File: src/rtl/mdks_pkg.sv
// Shared types and constants for the minimum-distance keypoint selector.
// Used by the front classifier, the item queue, the back engine and the top level.
package mdks_pkg;

  // Input opcodes
  localparam logic [1:0] OP_START   = 2'd0;
  localparam logic [1:0] OP_MATCHED = 2'd1;
  localparam logic [1:0] OP_NEW     = 2'd2;
  localparam logic [1:0] OP_UNUSED  = 2'd3;

  // Result status codes
  localparam logic [2:0] STAT_ACCEPTED   = 3'd0;
  localparam logic [2:0] STAT_FRAME      = 3'd1;
  localparam logic [2:0] STAT_FULL       = 3'd2;
  localparam logic [2:0] STAT_DUPLICATE  = 3'd3;
  localparam logic [2:0] STAT_OUTSIDE    = 3'd4;
  localparam logic [2:0] STAT_MASKED     = 3'd5;
  localparam logic [2:0] STAT_TOO_CLOSE  = 3'd6;
  localparam logic [2:0] STAT_REFILL_OFF = 3'd7;

  // Configuration register indexes (byte address is 4 * index)
  localparam logic [2:0] REG_MIN_DISTANCE  = 3'd0;
  localparam logic [2:0] REG_MAX_FEATURES  = 3'd1;
  localparam logic [2:0] REG_IMAGE_WIDTH   = 3'd2;
  localparam logic [2:0] REG_IMAGE_HEIGHT  = 3'd3;
  localparam logic [2:0] REG_REFILL_ENABLE = 3'd4;

  // Mask bytes above this value reject a candidate
  localparam logic [7:0] MASK_LIMIT = 8'd127;

  // Entries in the queue between front and back
  localparam int QUEUE_DEPTH = 2;

  typedef struct packed {
    logic [7:0]  min_distance;
    logic [8:0]  max_features;
    logic [12:0] image_width;
    logic [12:0] image_height;
    logic        refill_enable;
  } cfg_t;

  // Classified candidate handed from front to back
  typedef struct packed {
    logic               is_start;
    logic               is_new;
    logic signed [17:0] x_pos;
    logic signed [17:0] y_pos;
    logic [9:0]         cand_index;
    logic [31:0]        prior_id;
    logic               refill_off;
    logic               outside;
    logic               masked;
  } cand_rec_t;

endpackage

File: src/rtl/mdks_queue.sv
// Short FIFO of classified candidate records between front and back.
// Depends on mdks_pkg for the record type and depth.
module mdks_queue (
  input  logic                 clk,
  input  logic                 rst,
  input  logic                 push,
  input  mdks_pkg::cand_rec_t  wdata,
  input  logic                 pop,
  output logic                 valid,
  output logic                 full,
  output mdks_pkg::cand_rec_t  rdata
);

  localparam int PW = (mdks_pkg::QUEUE_DEPTH > 1) ? $clog2(mdks_pkg::QUEUE_DEPTH) : 1;
  localparam int CW = $clog2(mdks_pkg::QUEUE_DEPTH + 1);
  localparam logic [PW-1:0] LAST = PW'(mdks_pkg::QUEUE_DEPTH - 1);
  localparam logic [CW-1:0] DEPTH_C = CW'(mdks_pkg::QUEUE_DEPTH);

  mdks_pkg::cand_rec_t entries [mdks_pkg::QUEUE_DEPTH];
  logic [PW-1:0] wr_ptr;
  logic [PW-1:0] rd_ptr;
  logic [CW-1:0] fill;

  assign valid = (fill != '0);
  assign full  = (fill == DEPTH_C);
  assign rdata = entries[rd_ptr];

  // Store pushed records
  always_ff @(posedge clk) begin
    if (push) entries[wr_ptr] <= wdata;
  end

  // Advance pointers and fill level
  always_ff @(posedge clk) begin
    if (rst) begin
      wr_ptr <= '0;
      rd_ptr <= '0;
      fill   <= '0;
    end else begin
      if (push) wr_ptr <= (wr_ptr == LAST) ? '0 : wr_ptr + 1'b1;
      if (pop) rd_ptr <= (rd_ptr == LAST) ? '0 : rd_ptr + 1'b1;
      if (push && !pop) fill <= fill + 1'b1;
      else if (pop && !push) fill <= fill - 1'b1;
    end
  end

endmodule

File: config.mk
export PLATFORM = sky130hd
export DESIGN_NAME = mdks_queue
export DESIGN_NICKNAME = d
export VERILOG_FILES = /design/src/rtl/mdks_pkg.sv /design/src/rtl/mdks_queue.sv
export SDC_FILE = /design/constraint.sdc
export NUM_CORES = 1
export LEC_CHECK = 0
export BUFFER_PORTS_ARGS = -buffer_cell sky130_fd_sc_hd__buf_2
export CAP_MARGIN = 10
export CORE_AREA = 3 3 114 116
export DETAILED_ROUTE_END_ITERATION = 10
export DIE_AREA = 0 0 117 119
export MAX_ROUTING_LAYER = met4
export PLACE_DENSITY = 0.86
export SLEW_MARGIN = 20
export SYNTH_ARGS = -nofsm -noshare
export SYNTH_HDL_FRONTEND = slang
export SYNTH_SLANG_ARGS = --single-unit
File: constraint.sdc
create_clock -name clk -period 5.6 [get_ports clk]
set_input_delay 0.56 -clock clk [delete_from_list [all_inputs] [get_ports clk]]
set_output_delay 0.56 -clock clk [all_outputs]
set_load 0.01 [all_outputs]
==> metrics.txt <==
# TYPE chip_impl_metric gauge
chip_impl_info{name="cts_tree",value="done"} 1
chip_impl_metric{name="hold_ws",unit="ns"} 0.3321
chip_impl_metric{name="area.growth.synth_to_final",unit="%"} 25.86
chip_impl_info{name="grt-busiest-layer",value="met2"} 1
chip_impl_metric{name="r2r_cells",unit=""} 2
chip_impl_metric{name="dieWidth",unit="microns"} 117
chip_impl_metric{name="p_leak",unit="nW"} 2.952
chip_impl_metric{name="ant_nets",unit=""} 0
chip_impl_info{name="timing.setup.critical_path_class",value="register to output port"} 1
chip_impl_metric{name="postCtsResizedCells",unit=""} 0
chip_impl_metric{name="grt_use_met2",unit="%"} 25.25
chip_impl_metric{name="wire_length_of_the_first_global_routing_pass",unit="microns"} 16310
chip_impl_metric{name="post_synth_inst_count",unit=""} 280
chip_impl_info{name="layout_commonest_cell",value="buf_2"} 1
chip_impl_metric{name="insertion_delay",unit="ns"} 0.41
chip_impl_metric{name="path_max_fanout",unit=""} 47
chip_impl_metric{name="dr.pass1.iters",unit=""} 4
chip_impl_metric{name="core_area",unit="sq mm"} 0.01201
chip_impl_metric{name="grt_pass1_vias",unit=""} 3233
chip_impl_metric{name="netlist_area",unit="sq mm"} 0.006221
chip_impl_metric{name="number_of_clock_buffers_inserted_by_tritoncts",unit=""} 17
chip_impl_metric{name="syn_avg_cell_area",unit="sq um"} 22.22
chip_impl_metric{name="timing.final.hold_violations",unit=""} 0
chip_impl_metric{name="global_route.overflow_total",unit=""} 0
chip_impl_metric{name="detail_route.wl_per_cell",unit="microns"} 17.29
chip_impl_metric{name="layout-drive-gt1-share",unit="%"} 60.55
chip_impl_metric{name="regToRegSetupSlack",unit="ns"} 4.02
chip_impl_metric{name="io_pins",unit=""} 172
chip_impl_metric{name="post-cts-setup-buffer-count",unit=""} 0
chip_impl_info{name="reg2reg_launch_point",value="wr_ptr"} 1
chip_impl_metric{name="synth_seq_area_share",unit="%"} 81.74
chip_impl_metric{name="number_of_remaining_drc_errors",unit=""} 0
chip_impl_metric{name="cap_viol_max_count",unit=""} 0
chip_impl_info{name="clock_root_buffer",value="clkbuf_16"} 1
chip_impl_metric{name="clkTransAtPathRegs",unit="ns"} 0.06
chip_impl_info{name="setup.worst_path.end_class",value="output port"} 1
chip_impl_metric{name="utilization",unit="%"} 65.19
chip_impl_metric{name="cts.hold.buffers_added",unit=""} 0
chip_impl_info{name="kind_of_start_point_of_the_critical_path",value="register"} 1
chip_impl_metric{name="timing.final.max_slew_violations",unit=""} 0
chip_impl_metric{name="cts.path.max_buffers",unit=""} 2
chip_impl_metric{name="detailroute.via_count",unit=""} 3140
chip_impl_metric{name="detail_route.wirelength",unit="microns"} 10760
chip_impl_metric{name="place_ws",unit="ns"} 3.354
chip_impl_info{name="worstSetupEndpoint",value="rdata[26]"} 1
chip_impl_metric{name="floorplan.die_area",unit="sq mm"} 0.01392
chip_impl_metric{name="arrival",unit="ns"} 1.96
chip_impl_metric{name="die_h",unit="microns"} 119
chip_impl_metric{name="grt_usage",unit="%"} 16.16
chip_impl_info{name="outcome",value="completed"} 1
chip_impl_metric{name="via_density_per_instance",unit=""} 5.048
chip_impl_metric{name="grt.met1_usage",unit="%"} 18.97
chip_impl_metric{name="power.density_cell_area",unit="mW/mm^2"} 380.0
chip_impl_metric{name="period_needed",unit="ns"} 2.519
chip_impl_metric{name="final.period_utilization",unit="%"} 44.98
chip_impl_metric{name="largest_net_degree_at_the_start_of_global_routing",unit=""} 84
chip_impl_metric{name="final_nets",unit=""} 552
chip_impl_metric{name="numPortBuffers",unit=""} 171
chip_impl_metric{name="final_critical_path_setup_slack",unit="ns"} 3.081
chip_impl_info{name="grt_setup_unrepaired",value="no"} 1
chip_impl_metric{name="floorplan.initialDensity",unit="%"} 51.79
chip_impl_metric{name="h-tree-depth",unit=""} 4
chip_impl_metric{name="global_route.usage.met3",unit="%"} 5.335
chip_impl_metric{name="ys_seq_elements",unit=""} 171
chip_impl_info{name="timing.hold.worst.class",value="primary input to register"} 1
chip_impl_metric{name="std_cell_rows",unit=""} 40
chip_impl_metric{name="count_of_endpoints_failing_setup_in_the_final_report",unit=""} 0
chip_impl_metric{name="clock_sinks",unit=""} 171
chip_impl_metric{name="initialDrtViolationCount",unit=""} 173
chip_impl_metric{name="max_slew_margin",unit="%"} 48.05
chip_impl_info{name="worst_r2r_endpoint",value="entries[1][29]"} 1
chip_impl_info{name="layout_common_cells",value="171 x buf_2, 166 x edfxtp_1, 83 x mux2_2"} 1
chip_impl_metric{name="total_power",unit="W"} 0.002976
chip_impl_metric{name="max_freq",unit="GHz"} 0.3970
chip_impl_metric{name="yosysUniqueCellTypes",unit=""} 18
chip_impl_metric{name="synth-warning-count",unit=""} 0
chip_impl_metric{name="worstMarginPinSlew",unit="ns"} 0.7792
chip_impl_metric{name="antenna_violations_before_repair",unit=""} 1
chip_impl_metric{name="place_hpwl",unit="microns"} 6895
chip_impl_metric{name="gpl_wtd_cong",unit=""} 0.7384
chip_impl_metric{name="synth_nets",unit=""} 368
chip_impl_metric{name="critical_path_required",unit="ns"} 5.04
chip_impl_metric{name="max-vdd-ir-drop",unit="uV"} 332.9
chip_impl_metric{name="worst_clock_skew",unit="ns"} 0.006300
chip_impl_metric{name="setup-tns-final",unit="ns"} 0
==> worst max-delay path: stages (launching register included) <==
cell	delay, ns
dfxtp_4	0.67
buf_12	0.32
mux2_2	0.38
buf_2	0.14
==> per-layer routing <==
layer,vias to the layer above,share of wire [%],wire length (microns)
met2,120,50,5390
li1,1474,-,-
met4,0,1.4,153
met5,-,0,0
met3,12,7.3,784
met1,1534,41,4428
==> cells by family after synthesis <==
kind of cell	synth area share, %
compound gates	0.1607
flops	81.74
fa+ha+maj	0.2011
mux	15.02
buf+inv	1.529
xor+xnor	0.5633
simple gates	0.7846
==> worst min path at each step <==
stage | cells after the start | from | slack (ns) | to
after global placement | 2 | fill[1] | 0.47 | fill[1]
after CTS | 1 | wdata[45] | 0.31 | entries[1][45]
final | 1 | wdata[11] | 0.33 | entries[1][11]
after detailed placement | 2 | rd_ptr | 0.52 | rd_ptr
after global routing | 1 | wdata[40] | 0.31 | entries[0][40]
after floorplan | 2 | fill[1] | 0.46 | fill[1]
==> state kept, by name, indices dropped and copies added, names as in the netlist, named ones only <==
name	flops
entries	166
fill	2
rd_ptr	1
wr_ptr	1
==> Yosys cell counts (all sizes together) <==
| library cell | count | share of area (%) |
|---|---|---|
| nor2 | 4 | 0.24 |
| and2 | 1 | 0.10 |
| edfxtp | 166 | 80 |
| inv | 1 | 0.060 |
| xnor2 | 2 | 0.28 |
| dfxtp | 5 | 1.6 |
| nor2b | 1 | 0.10 |
| and2b | 1 | 0.14 |
| buf | 9 | 1.5 |
| or3 | 1 | 0.10 |
| a21oi | 1 | 0.080 |
| or2 | 1 | 0.10 |
| o21ai | 1 | 0.080 |
| xor2 | 2 | 0.28 |
| ha | 1 | 0.20 |
| mux2 | 83 | 15 |
==> area by class of cell <==
type                            count  area, sq um
Sequential cell                   171         5089
Timing Repair Buffer              174        914.6
Tap cell                          147        183.9
Clock inverter                      9        148.9
Fill cell                         811         4182
Multi-Input combinational cell     99         1051
Inverter                            1        3.754
Clock buffer                       20        436.7
Antenna cell                        1        2.502
==> where the power goes <==
| group | internal (W) | switching (W) |
|---|---|---|
| sequential | 0.00149 | 0.0000288 |
| combinational | 0.000144 | 0.000150 |
| clock | 0.000735 | 0.000424 |
==> through the flow <==
stage,cells,cell area (sq um)
after global placement,590,7191
after floorplan,280,6221
final,622,7830
after global routing,622,7830
after detailed placement,590,7191
after CTS,619,7776
(Power assumes the default switching activity.)
