### src/rtl/mdks_pkg.sv
// Shared types and constants for the minimum-distance keypoint selector.
// Used by the front classifier, the item queue, the back engine and the top level.
package mdks_pkg;

  // Input opcodes
  localparam logic [1:0] OP_START   = 2'd0;
  localparam logic [1:0] OP_MATCHED = 2'd1;
  localparam logic [1:0] OP_NEW     = 2'd2;
  localparam logic [1:0] OP_UNUSED  = 2'd3;

  // Result status codes
  localparam logic [2:0] STAT_ACCEPTED   = 3'd0;
  localparam logic [2:0] STAT_FRAME      = 3'd1;
  localparam logic [2:0] STAT_FULL       = 3'd2;
  localparam logic [2:0] STAT_DUPLICATE  = 3'd3;
  localparam logic [2:0] STAT_OUTSIDE    = 3'd4;
  localparam logic [2:0] STAT_MASKED     = 3'd5;
  localparam logic [2:0] STAT_TOO_CLOSE  = 3'd6;
  localparam logic [2:0] STAT_REFILL_OFF = 3'd7;

  // Configuration register indexes (byte address is 4 * index)
  localparam logic [2:0] REG_MIN_DISTANCE  = 3'd0;
  localparam logic [2:0] REG_MAX_FEATURES  = 3'd1;
  localparam logic [2:0] REG_IMAGE_WIDTH   = 3'd2;
  localparam logic [2:0] REG_IMAGE_HEIGHT  = 3'd3;
  localparam logic [2:0] REG_REFILL_ENABLE = 3'd4;

  // Mask bytes above this value reject a candidate
  localparam logic [7:0] MASK_LIMIT = 8'd127;

  // Entries in the queue between front and back
  localparam int QUEUE_DEPTH = 2;

  typedef struct packed {
    logic [7:0]  min_distance;
    logic [8:0]  max_features;
    logic [12:0] image_width;
    logic [12:0] image_height;
    logic        refill_enable;
  } cfg_t;

  // Classified candidate handed from front to back
  typedef struct packed {
    logic               is_start;
    logic               is_new;
    logic signed [17:0] x_pos;
    logic signed [17:0] y_pos;
    logic [9:0]         cand_index;
    logic [31:0]        prior_id;
    logic               refill_off;
    logic               outside;
    logic               masked;
  } cand_rec_t;

endpackage

### src/rtl/mdks_ifs.sv
// Valid/ready channel interfaces for candidate beats and result beats.
// Standalone; payload widths follow the selector's field definitions.
interface mdks_cand_if;
  logic               valid;
  logic               ready;
  logic [1:0]         opcode;
  logic signed [17:0] x_pos;
  logic signed [17:0] y_pos;
  logic [9:0]         cand_index;
  logic               mask_present;
  logic [7:0]         mask_byte;
  logic [31:0]        prior_id;

  modport source (
    output valid, opcode, x_pos, y_pos, cand_index, mask_present, mask_byte, prior_id,
    input  ready
  );
  modport sink (
    input  valid, opcode, x_pos, y_pos, cand_index, mask_present, mask_byte, prior_id,
    output ready
  );
endinterface


### src/rtl/mdks_front.sv
// Front classifier: accepts candidate beats, rounds positions, checks bounds,
// mask and refill, and pushes a classified record. Depends on mdks_pkg, mdks_ifs.
module mdks_front (
  mdks_cand_if.sink             cand,
  input  mdks_pkg::cfg_t        cfg,
  input  logic                  accept_en,
  input  logic                  q_full,
  output logic                  q_push,
  output mdks_pkg::cand_rec_t   q_wdata
);

  // Round Q4 half away from zero, report pixel outside [0, limit)
  function automatic logic axis_outside(input logic signed [17:0] v,
                                        input logic [12:0] limit);
    logic        neg;
    logic [17:0] mag;
    logic [17:0] rsum;
    logic [13:0] rmag;
    begin
      neg  = v[17];
      mag  = neg ? (~v + 18'd1) : v;
      rsum = mag + 18'd8;
      rmag = rsum[17:4];
      axis_outside = (neg && (rmag != 14'd0)) || (rmag >= {1'b0, limit});
    end
  endfunction

  logic beat;

  // Hold off while the queue is full or the index map is still clearing after reset
  assign cand.ready = accept_en && !q_full;
  assign beat       = cand.valid && cand.ready;

  // Drop unused opcodes, push everything else
  assign q_push = beat && (cand.opcode != mdks_pkg::OP_UNUSED);

  // Classify the candidate
  always_comb begin
    q_wdata.is_start   = (cand.opcode == mdks_pkg::OP_START);
    q_wdata.is_new     = (cand.opcode == mdks_pkg::OP_NEW);
    q_wdata.x_pos      = cand.x_pos;
    q_wdata.y_pos      = cand.y_pos;
    q_wdata.cand_index = cand.cand_index;
    q_wdata.prior_id   = cand.prior_id;
    q_wdata.refill_off = (cand.opcode == mdks_pkg::OP_NEW) && !cfg.refill_enable;
    q_wdata.outside    = axis_outside(cand.x_pos, cfg.image_width) ||
                         axis_outside(cand.y_pos, cfg.image_height);
    q_wdata.masked     = cand.mask_present && (cand.mask_byte > mdks_pkg::MASK_LIMIT);
  end

endmodule

### src/flat_wrapper.sv
// flat-port wrapper written by rule: the top's interface ports become plain ports
module mdks_front_flat 
  (cfg, accept_en, q_full, q_push, q_wdata, cand_valid, cand_opcode, cand_x_pos, cand_y_pos, cand_cand_index, cand_mask_present, cand_mask_byte, cand_prior_id, cand_ready);
  mdks_cand_if cand_i ();
  input  mdks_pkg::cfg_t cfg;
  input  logic accept_en;
  input  logic q_full;
  output logic q_push;
  output mdks_pkg::cand_rec_t q_wdata;
  input wire logic [$bits(cand_i.valid)-1:0] cand_valid;
  input wire logic [$bits(cand_i.opcode)-1:0] cand_opcode;
  input wire logic [$bits(cand_i.x_pos)-1:0] cand_x_pos;
  input wire logic [$bits(cand_i.y_pos)-1:0] cand_y_pos;
  input wire logic [$bits(cand_i.cand_index)-1:0] cand_cand_index;
  input wire logic [$bits(cand_i.mask_present)-1:0] cand_mask_present;
  input wire logic [$bits(cand_i.mask_byte)-1:0] cand_mask_byte;
  input wire logic [$bits(cand_i.prior_id)-1:0] cand_prior_id;
  output wire logic [$bits(cand_i.ready)-1:0] cand_ready;
  assign cand_i.valid = cand_valid;
  assign cand_i.opcode = cand_opcode;
  assign cand_i.x_pos = cand_x_pos;
  assign cand_i.y_pos = cand_y_pos;
  assign cand_i.cand_index = cand_cand_index;
  assign cand_i.mask_present = cand_mask_present;
  assign cand_i.mask_byte = cand_mask_byte;
  assign cand_i.prior_id = cand_prior_id;
  assign cand_ready = cand_i.ready;
  mdks_front u_core (.cand(cand_i), .cfg(cfg), .accept_en(accept_en), .q_full(q_full), .q_push(q_push), .q_wdata(q_wdata));
endmodule
### config.mk
export PLATFORM = sky130hd
export DESIGN_NAME = mdks_front_flat
export DESIGN_NICKNAME = d
export VERILOG_FILES = /design/src/rtl/mdks_pkg.sv /design/src/rtl/mdks_ifs.sv /design/src/rtl/mdks_front.sv /design/src/flat_wrapper.sv
export SDC_FILE = /design/constraint.sdc
export NUM_CORES = 1
export LEC_CHECK = 0
export ABC_CLOCK_PERIOD_IN_PS = 4120
export BUFFER_PORTS_ARGS = -buffer_cell sky130_fd_sc_hd__buf_4
export CORE_ASPECT_RATIO = 1.75
export CORE_MARGIN = 2
export CORE_UTILIZATION = 39
export DETAILED_ROUTE_END_ITERATION = 12
export PLACE_DENSITY_LB_ADDON = 0.08
export RECOVER_POWER = 25
export SLEW_MARGIN = 10
export SYNTH_ARGS = -nofsm -noshare
export SYNTH_HDL_FRONTEND = slang
export SYNTH_SLANG_ARGS = --single-unit
### constraint.sdc
create_clock -name vclk -period 4.12
set_input_delay 0.412 -clock vclk [all_inputs]
set_output_delay 0.412 -clock vclk [all_outputs]
set_load 0.05 [all_outputs]
==> impl_metrics.py, run 1 <==
metrics = {
    "yosys": {
        "synth_top_cell_area_share_pct": 20.1,
        "synthMostInstantiatedCell": "buf_4",
        "synth_top_cells_by_count": "82 x buf_4, 35 x inv_1, 28 x ha_1, 28 x nand2_1, 26 x xnor2_1",
        "netlist_area_mm2": 0.00306,
        "yosysSeqAreaShare_pct": 0,
        "synth-simple-area-share_pct": 25.4,
        "yosys.area.top_type": "buf_4",
        "synth_compound_area_share_pct": 22.3,
        "synthTopCellsByArea": "buf_4 20%, ha_1 11%, xnor2_1 7.4%, inv_1 4.3%, nand2_1 3.4%",
        "synth_top_family_by_area": "buffers and inverters",
        "syn_avg_cell_area_um2": 7.16,
        "syn_inst": 428,
        "yosysWarnings": 0,
        "synth_xor_area_share_pct": 11.1,
        "synth_mux_area_share_pct": 1.67,
        "synth_fp_nets": 592,
        "synth_cell_types": 76,
        "synth_fa_ha_area_share_pct": 11.8,
    },
    "sta": {
        "finalCritPeriodShare_pct": 105,
        "slew_viol_final": 0,
        "tightest_slew_ps": 582,
        "rsz0062_at_grt": "yes",
        "max_slew_margin_pct": 60.9,
        "period_needed_ps": 4330,
        "setup_ws_ps": -212,
        "hold_slack_ps": 824,
        "hold_violations": 0,
        "fmax_ghz": 0.231,
        "setup_viol": 1,
    },
    "power_and_ir_drop": {
        "p_sw_mw": 0.295,
        "p_int_mw": 0.241,
        "pwr-share-clk_pct": 0,
        "p_comb_share_pct": 100.0,
        "leakage_nw": 1.98,
        "seq_power_share_pct": 0,
        "peakVddDrop_v": 0.0000625,
        "power_density_mw_per_mm2": 133,
        "power.share.switching_pct": 55.0,
    },
    "placed_design": {
        "dpl.hpwl_um": 8160,
        "gp_congestion": 0.877,
        "port_buffers": 113,
    },
    "cells_and_area": {
        "antenna_cells": 0,
        "area_growth_pct": 32.0,
        "fill_cells": 773,
        "n_clock_buffer": 0,
        "fin_util_pct": 53.4,
        "drive_gt1_share_pct": 46.1,
        "regArea_um2": 0,
        "nets": 676,
        "multi_input_area_mm2": 0.00241,
        "seq_cell_count": 0,
    },
    "critical_path": {
        "critPathLaunchType": "input pin",
        "worst_ep_required_time_ps": 3710,
        "cp-end-kind": "output port",
        "crit_start": "cand_y_pos[2]",
        "critical_path.max_fanout": 3,
        "critPathArrivalTime_ps": 3920,
        "crit_type": "in2out",
        "cp-endpoint": "q_wdata[1]",
    },
    "grt": {
        "antenna_found_initial": 0,
        "grt.total_usage_pct": 22.0,
        "grt_pass1_vias": 3323,
        "grt_overflow": 0,
        "grt_max_degree": 21,
        "grt_pass1_wl_um": 15500,
    },
    "clock_network": {
        "cts_hold_buf": 0,
    },
    "routing": {
        "first_pass_iters": 4,
        "vias_per_cell": 5.50,
        "vias": 3290,
        "final_antenna_net_count": 0,
        "first_iter_violations": 87,
        "wl_per_cell_um": 16.3,
        "drc": 0,
        "wirelength_um": 9730,
    },
    "floorplanning": {
        "fp.dieH_um": 121,
        "core_mm2": 0.00757,
        "io_pins": 221,
        "die_area_mm2": 0.00861,
        "start_util_pct": 40.5,
        "die_w_um": 71.0,
        "row_count": 42,
    },
    "outcome": {
        "violations": "setup timing",
        "status": "finished, violations left",
    },
    "run": {
        "drv_cap": 0,
    },
    "hold_path": {
        "hold_class": "in2out",
    },
}
-- power groups by stage --
stage	combinational (mW)	sequential (mW)	clock [mW]
after detailed placement	0.499	0	0
after global routing	0.585	0	0
final	0.537	0	0
after CTS	0.516	0	0
after global placement	0.492	0	0
after floorplan	0.438	0	0
-- how the worst min path moves through the flow --
stage | startpoint | end | cells after the start
finish | cand_prior_id[3] | q_wdata[6] | 0
global route | cand_prior_id[30] | q_wdata[33] | 0
CTS | cand_prior_id[7] | q_wdata[10] | 0
detailed placement | cand_prior_id[7] | q_wdata[10] | 0
global placement | cand_prior_id[7] | q_wdata[10] | 0
floorplan | cand_prior_id[7] | q_wdata[10] | 1
-- cell usage in the layout, fill, tap and decap left out, drive strengths merged, types with 5 or more instances in the layout --
cell type,instances
nor2,20
or3,6
nor3,16
buf,181
o21ai,17
nand3,9
inv,35
o211ai,7
xnor2,26
a21oi,10
xor2,12
nand2,29
a21o,9
nand4,10
ha,28
o31ai,5
-- layout make-up --
cell class / instances / share of cell area [%]
Multi-Input combinational cell: 294 / 59.7
Timing Repair Buffer: 181 / 34.3
Inverter: 35 / 3.25
Tap cell: 88 / 2.72
-- kinds of logic after synthesis --
group,after synthesis
xor gates and xnor gates,38
buffers and inverters,134
muxes,5
adders and majority gates,29
AOI/OAI and AO/OA,90
and+or+nand+nor,132
-- routing by layer --
layer	share of wire, %	routed length, um	track usage (%)	vias up
met3	4.7	461	1.91	18
met5	0	0	0	-
li1	-	-	-	1606
met4	3.1	297	6.13	0
met2	60	5830	48.2	131
met1	32	3140	19.9	1535
-- through the flow --
stage	worst slack, ps	TNS (ps)	instances	power (mW)	cell area [um^2]
2_1_floorplan	-319	-319	428	0.438	3100
3_3_place_gp	-534	-534	591	0.492	3790
3_5_place_dp	-540	-540	591	0.499	3790
4_1_cts	-291	-291	594	0.516	3910
5_1_grt	-365	-365	598	0.585	4040
6_report	-212	-212	598	0.537	4040
-- worst max-delay path, cell delays in order --
cell and delay (ps):
buf_6 90, or3_4 410, o21ai_4 150, xnor2_2 130, ha_2 220, nand2_2 60
a211oi_2 220, a21oi_2 90, nand3b_1 220, buf_4 160, o21bai_1 170, xor2_1 200
or4b_2 700, o41ai_2 330, nand4_1 170, buf_6 190
-- what timing repair did --
item	4_1_cts	5_1_grt
pin swaps	27	27
hold endpoints to repair	0	0
endpoints found under the setup margin	1	1
buffers inserted	4	4
resized for setup	23	20
Note: power is estimated with default switching activity, not from simulation.
==> inputs of run 2 (changes only) <==
--- a/config.mk
+++ b/config.mk
@@ -11,6 +11,7 @@
 export CORE_MARGIN = 2
 export CORE_UTILIZATION = 39
 export DETAILED_ROUTE_END_ITERATION = 12
+export GPL_TIMING_DRIVEN = 0
 export PLACE_DENSITY_LB_ADDON = 0.08
 export RECOVER_POWER = 25
 export SLEW_MARGIN = 10
==> constraint.sdc (replaced) <==
create_clock -name vclk -period 4.12
set_input_delay 0.206 -clock vclk [all_inputs]
set_output_delay 0.206 -clock vclk [all_outputs]
set_load 0.05 [all_outputs]
==> impl_metrics.py, run 2 (synthesis results as in run 1) <==
metrics = {
    "cells_and_area": {
        "seq_cell_count": 0,
        "drive_gt1_share_pct": 46.8,
        "n_clock_buffer": 0,
        "layout.cells.most_common": "buf_4",
        "area_growth_pct": 45.2,
        "final_area_mm2": 0.00445,
        "nets": 751,
        "final_cell_mix": "215 x buf_4, 35 x inv_1, 27 x clkbuf_1, 27 x nand2_1, 25 x ha_1",
        "regArea_um2": 0,
        "antenna_cells": 0,
        "fill_cells": 766,
    },
    "routing": {
        "vias": 3488,
        "final_antenna_net_count": 0,
        "first_iter_violations": 78,
        "wl_per_cell_um": 15.1,
        "wirelength_um": 10100,
        "drc": 0,
        "vias_per_cell": 5.18,
        "first_pass_iters": 4,
    },
    "grt": {
        "grt_overflow": 0,
        "grt_max_degree": 11,
        "grt_pass1_wl_um": 16100,
        "antenna_found_initial": 0,
        "grt.total_usage_pct": 22.3,
        "grt_pass1_vias": 3577,
    },
    "sta": {
        "fmax_ghz": 0.243,
        "setup_viol": 0,
        "slew_viol_final": 0,
        "finalCritPeriodShare_pct": 99.8,
        "hold_violations": 0,
        "setup_tns_ps": 0,
        "setup_ws_ps": 6.27,
        "tightest_slew_ps": 613,
        "period_needed_ps": 4110,
        "max_slew_margin_pct": 58.9,
        "rsz0062_at_grt": "yes",
    },
    "placed_design": {
        "place_area_mm2": 0.00429,
        "place_ws_ps": -463,
        "gp_congestion": 0.914,
        "port_buffers": 145,
        "dpl.hpwl_um": 8540,
    },
    "floorplanning": {
        "io_pins": 221,
        "die_area_mm2": 0.00861,
        "start_util_pct": 40.5,
        "die_w_um": 71.0,
        "core_mm2": 0.00757,
        "row_count": 42,
        "fp.dieH_um": 121,
    },
    "critical_path": {
        "critPathTopFamily": "simple AND/OR/NAND/NOR gates",
        "crit_chain": "buf_4 > or3_1 > clkbuf_8 > o21ai_2 > xnor2_1 > ha_2 > and3b_1 > a31oi_2 > o311ai_4 > buf_6 > buf_6 > o21a_4 > xnor2_1 > or4_1 > or4_1 > o41ai_2 > nand4_1 > buf_6",
        "cp_slowest_cell": "or4_1",
        "critical_path.max_fanout": 5,
        "crit_buf_inv": 5,
        "slowest_delay_ps": 480,
        "critPathLaunchType": "input pin",
        "cp-end-kind": "output port",
        "worst_ep_required_time_ps": 3910,
        "worst_path_most_repeated_cell": "buf_6",
        "crit_type": "in2out",
        "critPathArrivalTime_ps": 3910,
        "crit_start": "cand_x_pos[2]",
    },
    "outcome": {
        "status": "finished, final reports clean",
    },
    "hold_path": {
        "min_from": "cand_y_pos[8]",
        "hold_class": "in2out",
    },
    "power_and_ir_drop": {
        "leakage_nw": 2.22,
        "peakVddDrop_v": 0.0000823,
        "power_density_mw_per_mm2": 145,
    },
    "run": {
        "drv_cap": 0,
    },
}
## run 2: cell types whose count changed in the layout (fill, tap and decap cells not counted), moves of 2 or more
cell,previous run,this run
nand2_2,4,2
clkbuf_1,0,27
or3_4,2,0
nand2_1,24,27
or3_1,3,5
buf_4,173,215
xor2_2,1,3
buf_2,0,4
## run 2: final cells by class
cell class                 instances  area (um^2)  share of cell area [%]
buffer                            99          733                    16.5
timing repair buffer             157         1110                    25.0
inverter                          35          131                    2.95
multi-input combinational        294         2360                    53.1
tap                               88          110                    2.48
## run 2: final timing paths
path | end | slack, ps | depth (start not counted)
worst min-delay path | q_wdata[53] | 670 | 2
worst max-delay path | q_wdata[1] | 6 | 18
## run 2: routing by layer
metal  wire length, um  global-route usage, %  vias up
met5                 0                      0        -
met4               159                   2.83        0
met3               486                   2.49       14
met2              6220                   49.2       99
met1              3270                   21.0     1620
li1                  -                      -     1755
## run 2: power by group
group,switching (mW),internal (mW),leakage [nW]
Clock,0,0,0
Combinational,0.376,0.269,2.22
Sequential,0,0,0
Total,0.376,0.269,2.22
## run 2: per-stage QoR
| step | utilization [%] | instances | hold slack (ps) | power [mW] |
|---|---|---|---|---|
| 2_1_floorplan | - | 428 | 579 | 0.437 |
| 3_3_place_gp | 56.7 | 661 | 667 | 0.611 |
| 3_5_place_dp | 56.7 | 661 | 667 | 0.621 |
| 4_1_cts | 59.0 | 673 | 667 | 0.649 |
| 5_1_grt | 58.8 | 673 | 675 | 0.696 |
| 6_report | 58.8 | 673 | 666 | 0.645 |
## run 2: repair_timing
action | in CTS | in global routing
gates cloned | 0 | 0
pin swaps | 18 | 9
setup buffers | 12 | 0
hold buffers | 0 | 0
endpoints found under the setup margin | 1 | 1
resized for setup | 23 | 10
